[config.mk]
export PLATFORM = sky130hd
export DESIGN_NAME = z_score_column_normalizer_top
export DESIGN_NICKNAME = d
export VERILOG_FILES = /design/src/sv/zscn_pkg.sv /design/src/sv/zscn_ram.sv /design/src/sv/zscn_front.sv /design/src/sv/zscn_back.sv /design/src/sv/z_score_column_normalizer_top.sv
export SDC_FILE = /design/constraint.sdc
export NUM_CORES = 2
export LEC_CHECK = 0
export BUFFER_PORTS_ARGS = -buffer_cell sky130_fd_sc_hd__buf_2
export CAP_MARGIN = 10
export CORE_AREA = 2 2 415 314
export DETAILED_ROUTE_END_ITERATION = 8
export DIE_AREA = 0 0 417 316
export PLACE_DENSITY = 0.76
export SLEW_MARGIN = 5
export SYNTH_ARGS = -nofsm -noshare
export SYNTH_HDL_FRONTEND = slang
export SYNTH_SLANG_ARGS = --single-unit
[constraint.sdc]
create_clock -name aclk -period 10.7 [get_ports aclk]
set_input_delay 0.535 -clock aclk [delete_from_list [all_inputs] [get_ports aclk]]
set_output_delay 0.535 -clock aclk [all_outputs]
set_load 0.005 [all_outputs]
[src/sv/zscn_pkg.sv]
package zscn_pkg;
    localparam int MaxSamples = 64;
    localparam int AddrW = $clog2(MaxSamples);
    localparam int CountW = AddrW + 1;

    typedef struct packed {
        logic signed [15:0] sample_value;
        logic               final_sample;
    } zscn_in_t;

    typedef struct packed {
        logic signed [15:0] normalized_value;
        logic signed [15:0] column_mean;
        logic        [15:0] column_std_dev;
        logic signed [15:0] column_min;
        logic signed [15:0] column_max;
        logic               zero_spread;
        logic               overflowed;
        logic               final_result;
    } zscn_out_t;

    // Column summary handed from the front end to the back end.
    typedef struct packed {
        logic [CountW-1:0]  count;
        logic signed [21:0] sum;
        logic signed [15:0] min_val;
        logic signed [15:0] max_val;
        logic               overflow;
        logic               enable;
    } zscn_col_t;
endpackage

[src/sv/zscn_ram.sv]
module zscn_ram #(
    parameter int Width = 16,
    parameter int Depth = 64
) (
    input  logic                     aclk,
    input  logic                     wr_en,
    input  logic [$clog2(Depth)-1:0] wr_addr,
    input  logic [Width-1:0]         wr_data,
    input  logic [$clog2(Depth)-1:0] rd_addr,
    output logic [Width-1:0]         rd_data
);
    logic [Width-1:0] mem [Depth];

    always_ff @(posedge aclk) begin
        if (wr_en) begin
            mem[wr_addr] <= wr_data;
        end
        rd_data <= mem[rd_addr];
    end
endmodule

[src/sv/zscn_front.sv]
module zscn_front (
    input  logic                  aclk,
    input  logic                  aresetn,
    input  logic                  normalize_enable,
    input  logic                  s_valid,
    output logic                  s_ready,
    input  zscn_pkg::zscn_in_t    s_data,
    output logic                  wr_en,
    output logic [zscn_pkg::AddrW-1:0] wr_addr,
    output logic [15:0]           wr_data,
    output logic                  col_valid,
    input  logic                  col_ready,
    output zscn_pkg::zscn_col_t   col_data
);
    import zscn_pkg::*;

    logic [CountW-1:0]  count_reg, count_next;
    logic signed [21:0] sum_reg, sum_next;
    logic signed [15:0] min_reg, min_next, max_reg, max_next;
    logic               ovf_reg, ovf_next;
    logic               busy_reg, busy_next;
    logic               accept, room;

    // The front holds while the back end is still working on the previous column.
    assign s_ready = !busy_reg;
    assign accept  = s_valid && s_ready;
    assign room    = count_reg < CountW'(MaxSamples);
    assign wr_en   = accept && room;
    assign wr_addr = count_reg[AddrW-1:0];
    assign wr_data = s_data.sample_value;

    always_comb begin
        count_next = count_reg;
        sum_next   = sum_reg;
        min_next   = min_reg;
        max_next   = max_reg;
        ovf_next   = ovf_reg;
        busy_next  = busy_reg;
        col_valid  = 1'b0;
        col_data.count    = count_reg;
        col_data.sum      = sum_reg;
        col_data.min_val  = min_reg;
        col_data.max_val  = max_reg;
        col_data.overflow = ovf_reg;
        col_data.enable   = normalize_enable;
        if (accept) begin
            if (room) begin
                count_next = count_reg + 1'b1;
                sum_next   = sum_reg + 22'(s_data.sample_value);
                if (s_data.sample_value < min_reg) min_next = s_data.sample_value;
                if (s_data.sample_value > max_reg) max_next = s_data.sample_value;
            end else begin
                ovf_next = 1'b1;
            end
            if (s_data.final_sample) begin
                busy_next = 1'b1;
            end
        end
        if (busy_reg) begin
            col_valid = 1'b1;
            if (col_ready) begin
                busy_next  = 1'b0;
                count_next = '0;
                sum_next   = '0;
                min_next   = 16'sh7FFF;
                max_next   = -16'sh8000;
                ovf_next   = 1'b0;
            end
        end
    end

    always_ff @(posedge aclk) begin
        if (!aresetn) begin
            count_reg <= '0;
            sum_reg   <= '0;
            min_reg   <= 16'sh7FFF;
            max_reg   <= -16'sh8000;
            ovf_reg   <= 1'b0;
            busy_reg  <= 1'b0;
        end else begin
            count_reg <= count_next;
            sum_reg   <= sum_next;
            min_reg   <= min_next;
            max_reg   <= max_next;
            ovf_reg   <= ovf_next;
            busy_reg  <= busy_next;
        end
    end
endmodule

[src/sv/zscn_back.sv]
module zscn_back (
    input  logic                  aclk,
    input  logic                  aresetn,
    input  logic                  col_valid,
    output logic                  col_ready,
    input  zscn_pkg::zscn_col_t   col_data,
    output logic [zscn_pkg::AddrW-1:0] rd_addr,
    input  logic [15:0]           rd_data,
    output logic                  m_valid,
    input  logic                  m_ready,
    output zscn_pkg::zscn_out_t   m_data
);
    import zscn_pkg::*;

    localparam logic [3:0] StIdle = 4'd0;
    localparam logic [3:0] StMean = 4'd1;
    localparam logic [3:0] StDevRd = 4'd2;
    localparam logic [3:0] StDevSq = 4'd3;
    localparam logic [3:0] StDevAcc = 4'd4;
    localparam logic [3:0] StVar = 4'd5;
    localparam logic [3:0] StSqrt = 4'd6;
    localparam logic [3:0] StEmRd = 4'd7;
    localparam logic [3:0] StEmDiv = 4'd8;
    localparam logic [3:0] StEmOut = 4'd9;
    localparam logic [3:0] StDone = 4'd10;

    logic [3:0]         state_reg, state_next;
    zscn_col_t          col_reg;
    logic [CountW-1:0]  idx_reg;
    logic [5:0]         step_reg;
    // Shared restoring divider: numerator magnitude (shifted out as the quotient shifts in), remainder, divisor.
    logic [37:0]        quo_reg;
    logic [37:0]        rem_reg;
    logic [21:0]        dvs_reg;
    logic               neg_reg;
    logic signed [15:0] mean_reg;
    logic signed [16:0] dev_reg;
    logic [33:0]        sq_reg;
    logic [37:0]        acc_reg;
    logic [37:0]        sq_rem_reg;
    logic [18:0]        root_reg;
    logic [15:0]        std_reg;
    logic signed [15:0] raw_reg;
    zscn_out_t          out_reg;
    logic               out_valid_reg;

    logic [38:0] trial;
    logic [38:0] rtrial;
    logic [37:0] rem_sh;
    logic [37:0] sqr_sh;
    logic        last_idx;

    assign rd_addr   = idx_reg[AddrW-1:0];
    assign col_ready = (state_reg == StDone);
    assign m_valid   = out_valid_reg;
    assign m_data    = out_reg;
    assign last_idx  = (idx_reg + 1'b1) == col_reg.count;

    assign rem_sh = {rem_reg[36:0], quo_reg[37]};
    assign trial  = {1'b0, rem_sh} - {17'd0, dvs_reg};
    // Digit-by-digit square root: two radicand bits per step.
    assign sqr_sh = {sq_rem_reg[35:0], acc_reg[37:36]};
    assign rtrial = {1'b0, sqr_sh} - {18'd0, root_reg, 2'b01};

    always_ff @(posedge aclk) begin
        if (!aresetn) begin
            state_reg     <= StIdle;
            out_valid_reg <= 1'b0;
        end else begin
            // While emitting, a taken result is replaced in the same cycle below.
            if (out_valid_reg && m_ready && state_reg != StEmOut) out_valid_reg <= 1'b0;
            unique case (state_reg)
                StIdle: begin
                    if (col_valid) begin
                        col_reg  <= col_data;
                        neg_reg  <= col_data.sum[21];
                        quo_reg  <= {16'd0, (col_data.sum[21] ? 22'(-col_data.sum)
                                                              : 22'(col_data.sum))};
                        rem_reg  <= '0;
                        dvs_reg  <= 22'(col_data.count);
                        step_reg <= 6'd37;
                        state_reg <= StMean;
                    end
                end
                StMean: begin
                    if (!trial[38]) begin
                        rem_reg <= trial[37:0];
                        quo_reg <= {quo_reg[36:0], 1'b1};
                    end else begin
                        rem_reg <= rem_sh;
                        quo_reg <= {quo_reg[36:0], 1'b0};
                    end
                    if (step_reg == 0) begin
                        state_reg <= StDevRd;
                        idx_reg   <= '0;
                        acc_reg   <= '0;
                    end
                    step_reg <= step_reg - 1'b1;
                end
                StDevRd: begin
                    if (quo_reg == '0) mean_reg <= '0;
                    else mean_reg <= neg_reg ? -quo_reg[15:0] : quo_reg[15:0];
                    state_reg <= StDevSq;
                end
                StDevSq: begin
                    dev_reg   <= 17'($signed(rd_data)) - 17'(mean_reg);
                    state_reg <= StDevAcc;
                end
                StDevAcc: begin
                    sq_reg  <= 34'($signed(dev_reg) * $signed(dev_reg));
                    if (last_idx) begin
                        state_reg <= StVar;
                    end else begin
                        // The registered store read must see the new address, so the pass goes back through StDevRd.
                        idx_reg   <= idx_reg + 1'b1;
                        state_reg <= StDevRd;
                    end
                    if (idx_reg != 0) acc_reg <= acc_reg + 38'(sq_reg);
                end
                StVar: begin
                    if (step_reg == 6'h3F) begin
                        quo_reg  <= acc_reg + 38'(sq_reg);
                        rem_reg  <= '0;
                        step_reg <= 6'd37;
                    end else begin
                        if (!trial[38]) begin
                            rem_reg <= trial[37:0];
                            quo_reg <= {quo_reg[36:0], 1'b1};
                        end else begin
                            rem_reg <= rem_sh;
                            quo_reg <= {quo_reg[36:0], 1'b0};
                        end
                        step_reg <= step_reg - 1'b1;
                        if (step_reg == 0) begin
                            state_reg <= StSqrt;
                            acc_reg   <= '0;
                            sq_rem_reg <= '0;
                            root_reg  <= '0;
                            step_reg  <= 6'd19;
                        end
                    end
                end
                StSqrt: begin
                    if (step_reg == 6'd19) begin
                        acc_reg  <= quo_reg;
                        step_reg <= 6'd18;
                    end else begin
                        acc_reg <= {acc_reg[35:0], 2'b00};
                        if (!rtrial[38]) begin
                            sq_rem_reg <= rtrial[37:0];
                            root_reg   <= {root_reg[17:0], 1'b1};
                        end else begin
                            sq_rem_reg <= sqr_sh;
                            root_reg   <= {root_reg[17:0], 1'b0};
                        end
                        step_reg <= step_reg - 1'b1;
                        if (step_reg == 0) begin
                            state_reg <= StEmRd;
                            idx_reg   <= '0;
                        end
                    end
                end
                StEmRd: begin
                    std_reg   <= (root_reg[18:16] != '0) ? 16'hFFFF : root_reg[15:0];
                    state_reg <= StEmDiv;
                    step_reg  <= 6'h3F;
                end
                StEmDiv: begin
                    if (step_reg == 6'h3F) begin
                        raw_reg  <= $signed(rd_data);
                        dev_reg  <= 17'($signed(rd_data)) - 17'(mean_reg);
                        neg_reg  <= (17'($signed(rd_data)) - 17'(mean_reg)) < 0;
                        step_reg <= 6'h3E;
                    end else if (step_reg == 6'h3E) begin
                        quo_reg  <= {9'd0, (dev_reg < 0 ? 17'(-dev_reg) : 17'(dev_reg)), 12'd0};
                        rem_reg  <= '0;
                        dvs_reg  <= {6'd0, std_reg};
                        step_reg <= 6'd37;
                    end else begin
                        if (!trial[38]) begin
                            rem_reg <= trial[37:0];
                            quo_reg <= {quo_reg[36:0], 1'b1};
                        end else begin
                            rem_reg <= rem_sh;
                            quo_reg <= {quo_reg[36:0], 1'b0};
                        end
                        step_reg <= step_reg - 1'b1;
                        if (step_reg == 0 || std_reg == 0) state_reg <= StEmOut;
                    end
                end
                StEmOut: begin
                    if (!out_valid_reg || m_ready) begin
                        out_valid_reg <= 1'b1;
                        out_reg.column_mean    <= mean_reg;
                        out_reg.column_std_dev <= std_reg;
                        out_reg.column_min     <= col_reg.min_val;
                        out_reg.column_max     <= col_reg.max_val;
                        out_reg.overflowed     <= col_reg.overflow;
                        out_reg.final_result   <= last_idx;
                        out_reg.zero_spread    <= col_reg.enable && std_reg == 0;
                        if (!col_reg.enable) out_reg.normalized_value <= raw_reg;
                        else if (std_reg == 0) out_reg.normalized_value <= '0;
                        else if (neg_reg)
                            out_reg.normalized_value <= (quo_reg > 38'd32768) ? -16'sh8000
                                                        : 16'(-quo_reg[15:0]);
                        else
                            out_reg.normalized_value <= (quo_reg > 38'd32767) ? 16'sh7FFF
                                                        : 16'(quo_reg[15:0]);
                        if (last_idx) begin
                            state_reg <= StDone;
                        end else begin
                            idx_reg   <= idx_reg + 1'b1;
                            state_reg <= StEmRd;
                        end
                    end
                end
                StDone: state_reg <= StIdle;
                default: state_reg <= StIdle;
            endcase
        end
    end
endmodule

[src/sv/z_score_column_normalizer_top.sv]
// Samples are taken one per cycle unless input stalls; the closing sample hands the
// column to the back end. Back end per column: a mean divide, a deviation pass over
// the stored samples, a variance divide and square root, then a divide per emitted
// result, sharing one radix-2 divider. Input stalls while a column is in the back end.
// Reset (synchronous, aresetn low) clears the front end's column statistics and sets normalize_enable to 1.
module z_score_column_normalizer_top (
    input  logic                  aclk,
    input  logic                  aresetn,
    input  logic                  cfg_wr_en,
    input  logic                  cfg_wr_data,
    input  logic                  s_valid,
    output logic                  s_ready,
    input  zscn_pkg::zscn_in_t    s_data,
    output logic                  m_valid,
    input  logic                  m_ready,
    output zscn_pkg::zscn_out_t   m_data
);
    import zscn_pkg::*;

    logic              enable_reg;
    logic              wr_en;
    logic [AddrW-1:0]  wr_addr, rd_addr;
    logic [15:0]       wr_data, rd_data;
    logic              col_valid, col_ready;
    zscn_col_t         col_data;

    always_ff @(posedge aclk) begin
        if (!aresetn) enable_reg <= 1'b1;
        else if (cfg_wr_en) enable_reg <= cfg_wr_data;
    end

    zscn_ram #(.Width(16), .Depth(MaxSamples)) u_store (
        .aclk, .wr_en, .wr_addr, .wr_data, .rd_addr, .rd_data
    );

    zscn_front u_front (
        .aclk, .aresetn, .normalize_enable(enable_reg), .s_valid, .s_ready, .s_data,
        .wr_en, .wr_addr, .wr_data, .col_valid, .col_ready, .col_data
    );

    zscn_back u_back (
        .aclk, .aresetn, .col_valid, .col_ready, .col_data, .rd_addr, .rd_data,
        .m_valid, .m_ready, .m_data
    );
endmodule

==> results.json <==
{
  "avgSynthCellArea_um2": 14.6,
  "drt_iter0_markers": 6495,
  "reg2reg_to": "u_back.sq_reg[32]$_DFFE_PP_",
  "clock_latency_ps": 800,
  "cts_setup_buffers": 0,
  "finalClockSkew_ps": 36.5,
  "die_w_um": 417,
  "drcViolationCount": 0,
  "slew_headroom": 0.206,
  "yosys-top-cells-area": "edfxtp_1, mux4_2, fa_1, ha_1, inv_1",
  "crit_end": "u_back.sq_reg[32]$_DFFE_PP_",
  "vias_per_cell": 6.49,
  "worst-r2r-setup-slack_ps": 3530,
  "synth_nets": 5740,
  "synthesis.area_um2": 76200,
  "grt_pass1_vias": 45100,
  "path_cells": "buf_4 -> clkinv_1 -> nor2_1 -> fa_1 -> fa_1 -> fa_1 -> fa_1 -> fa_1 -> inv_1 -> fa_1 -> inv_1 -> ha_1 -> a21oi_1 -> o21ai_0 -> o22a_1 -> nand4_1 -> o21ai_0 -> a211oi_1 -> o21bai_1 -> xor2_1",
  "combinationalPowerShare": 0.151,
  "power.density_nw_per_um2": 171,
  "core-area_um2": 128000,
  "switchingPower_uw": 3820,
  "ir_drop_v": 0.000189,
  "cts_resized": 0,
  "crit_type": "reg2reg",
  "hold_ws_ps": 53.9,
  "crit_top_cell": "fa_1",
  "wire_per_inst_um": 28.1,
  "grt_usage": 0.310,
  "hold_path_depth": 3,
  "max_stage_delay_ps": 770,
  "power_frac_clock": 0.367,
  "hp-class": "in2reg",
  "power_frac_seq": 0.482,
  "fill_cells": 8720,
  "p_int_uw": 10600,
  "setup_viol": 0,
  "crit_buf_inv": 4,
  "cp_num_cells": 20,
  "synth_edf_count": 1444,
  "fp.dieH_um": 316,
  "grt_max_degree": 131,
  "antenna_found_initial": 9,
  "period_share": 0.670,
  "end_kind": "flip-flop",
  "ys_warn_count": 0,
  "drt_first_pass_iters": 9,
  "grt_pass1_wl_um": 298000,
  "cts_buffers": 146,
  "clock_sinks": 1529,
  "setup_tns_ps": 0,
  "cts-hold-fix-buffers": 3,
  "cts_tree": "built",
  "drive_above_1_share": 0.158,
  "critPathMaxFanout": 32,
  "critPathSlowestCell": "fa_1",
  "start_kind": "flip-flop",
  "arrival_ps": 7710,
  "synth.ff_latch_count": 1529,
  "synth_top_area_cell": "edfxtp_1",
  "cts.clk_slew.worst_paths_ps": 60,
  "io_buffers": 107,
  "ys_seq_area_frac": 0.591,
  "die_area_um2": 132000,
  "gr-total-overflow": 0,
  "p_leak_uw": 0.0303,
  "hold_violations": 0,
  "slew_viol_final": 0,
  "hpwlAfterDp_um": 133000,
  "status": "complete, no violations",
  "fmax_mhz": 139,
  "syn-instance-count": 5206,
  "clockBufferDepth": 3,
  "r2r_start": "u_back.dev_reg[16]$_DFFE_PP_",
  "vias": 46600,
  "critical_path_required_ps": 11240,
  "cp_top_family": "adder cells",
  "ys.flop_type": "edfxtp_1",
  "initial_utilization": 0.596,
  "gp_congestion": 0.946,
  "synth_cell_type_count": 95,
  "ant_nets": 0,
  "swShare": 0.264,
  "cts_root_buffer": "clkbuf_16",
  "wl_um": 202000,
  "synth-async-reset-ratio": 0,
  "largest_reg_flops": 1024,
  "nets": 5916,
  "drv_cap": 0,
  "synth.top_cell.area_share": 0.569,
  "cts_max_level": 4,
  "period_minus_slack_ps": 7170,
  "reg2regPathDepth": 20,
  "crit_start": "u_back.dev_reg[16]$_DFFE_PP_",
  "boundaryPins": 108,
  "worstMarginPinSlew_ps": 1190,
  "grt_setup_unrepaired": "no",
  "synthToLayoutAreaGrowth_pct": 10.4,
  "row_count": 114
}
==> power by group through the flow <==
stage / Clock (uW) / Combinational (uW) / Sequential (uW)
final: 5290 / 2180 / 6960
after global routing: 5560 / 2420 / 6970
after CTS: 5340 / 2130 / 6950
after detailed placement: 0 / 2110 / 7080
after global placement: 0 / 2050 / 7070
after floorplan: 0 / 1550 / 7000
==> worst min-delay path by stage <==
stage / start / endpoint / slack [ps]
2_1_floorplan: u_back.col_reg[9]$_DFFE_PP_ / u_back.m_data[10]$_DFFE_PP_ / 400
3_3_place_gp: u_back.col_reg[27]$_DFFE_PP_ / u_back.m_data[28]$_DFFE_PP_ / 400
3_5_place_dp: u_back.col_reg[32]$_DFFE_PP_ / u_back.m_data[33]$_DFFE_PP_ / 410
4_1_cts: s_data[0] / u_front.busy_reg$_SDFF_PN0_ / 7
5_1_grt: s_data[0] / u_front.busy_reg$_SDFF_PN0_ / 50
6_report: s_data[0] / u_front.busy_reg$_SDFF_PN0_ / 50
==> synth_stat cells, types with 21 or more instances <==
cell / instances
nor3_1: 61
and3_1: 32
o21ai_1: 26
a21oi_1: 194
xor2_1: 66
xnor2_1: 149
a211oi_1: 25
nand2_1: 297
edfxtp_1: 1444
nor2_1: 335
fa_1: 272
and2_1: 47
inv_1: 466
or3_1: 42
mux4_2: 336
o21ai_0: 164
a21o_1: 58
o31ai_1: 21
mux2i_1: 53
a31oi_1: 23
o21a_1: 33
buf_1: 34
ha_1: 239
dfxtp_1: 85
o22ai_1: 35
nand3_1: 102
nor4_1: 31
nand2b_1: 35
nor2b_1: 36
clkbuf_1: 180
==> layout by cell type (no fill, tap or decap), types with 22 or more instances in the layout <==
cell type / instances
edfxtp_1: 1444
inv_1: 466
mux4_2: 336
nor2_1: 330
nand2_1: 296
fa_1: 272
ha_1: 239
a21oi_1: 193
o21ai_0: 164
clkbuf_16: 150
xnor2_1: 149
buf_4: 138
buf_2: 107
nand3_1: 102
dfxtp_1: 85
xor2_1: 66
a21o_1: 58
nor3_1: 56
mux2i_1: 53
and2_1: 47
or3_1: 41
nor2b_1: 35
nand2b_1: 35
o22ai_1: 35
o21a_1: 33
clkinv_1: 33
and3_1: 32
clkbuf_1: 30
nor4_1: 27
o21ai_1: 26
a211oi_1: 25
a31oi_1: 22
==> layer usage <==
layer	up-vias	track usage	share of wire
met5	-	0	0.00013
met4	4	0.0937	0.029
met1	23600	0.474	0.41
met3	339	0.0836	0.13
li1	19800	-	-
met2	2875	0.438	0.43
==> cell type report <==
| cell class | count | area (um^2) | share of cell area |
|---|---|---|---|
| repair buffers | 253 | 1710 | 0.0203 |
| inverters | 478 | 1790 | 0.0213 |
| clock inverters | 79 | 900 | 0.0107 |
| well taps | 1682 | 2100 | 0.0250 |
| multi-input cells | 2974 | 28600 | 0.340 |
| diodes | 3 | 7.51 | 0.0000892 |
| clock buffers | 185 | 3940 | 0.0468 |
| flip-flops and latches | 1529 | 45100 | 0.536 |
==> tightest hold or removal path: stages <==
cell	delay [ps]
buf_2	110
a21oi_1	60
nor2_1	80
==> cells by family after synthesis <==
logic type,Yosys count,share of synthesized area
DFF,1529,0.591
and+or+nand+nor,1120,0.0702
AOI/OAI and AO/OA,731,0.0608
buffers and inverters,703,0.0349
adders and majority gates,511,0.111
muxes,397,0.107
xor gates and xnor gates,215,0.0247
==> stage by stage <==
stage               power (uW)  setup WS [ps]  instance area (um^2)   util  cells
global placement          9120           3830                 79200  0.619   6908
detailed placement        9180           3640                 79200  0.619   6908
finish                   14400           3530                 84100  0.658   7183
global route             14900           3080                 84100  0.658   7180
CTS                      14400           3640                 84000  0.657   7175
floorplan                 8550           1250                 76200      -   5206
(Power assumes the default switching activity.)
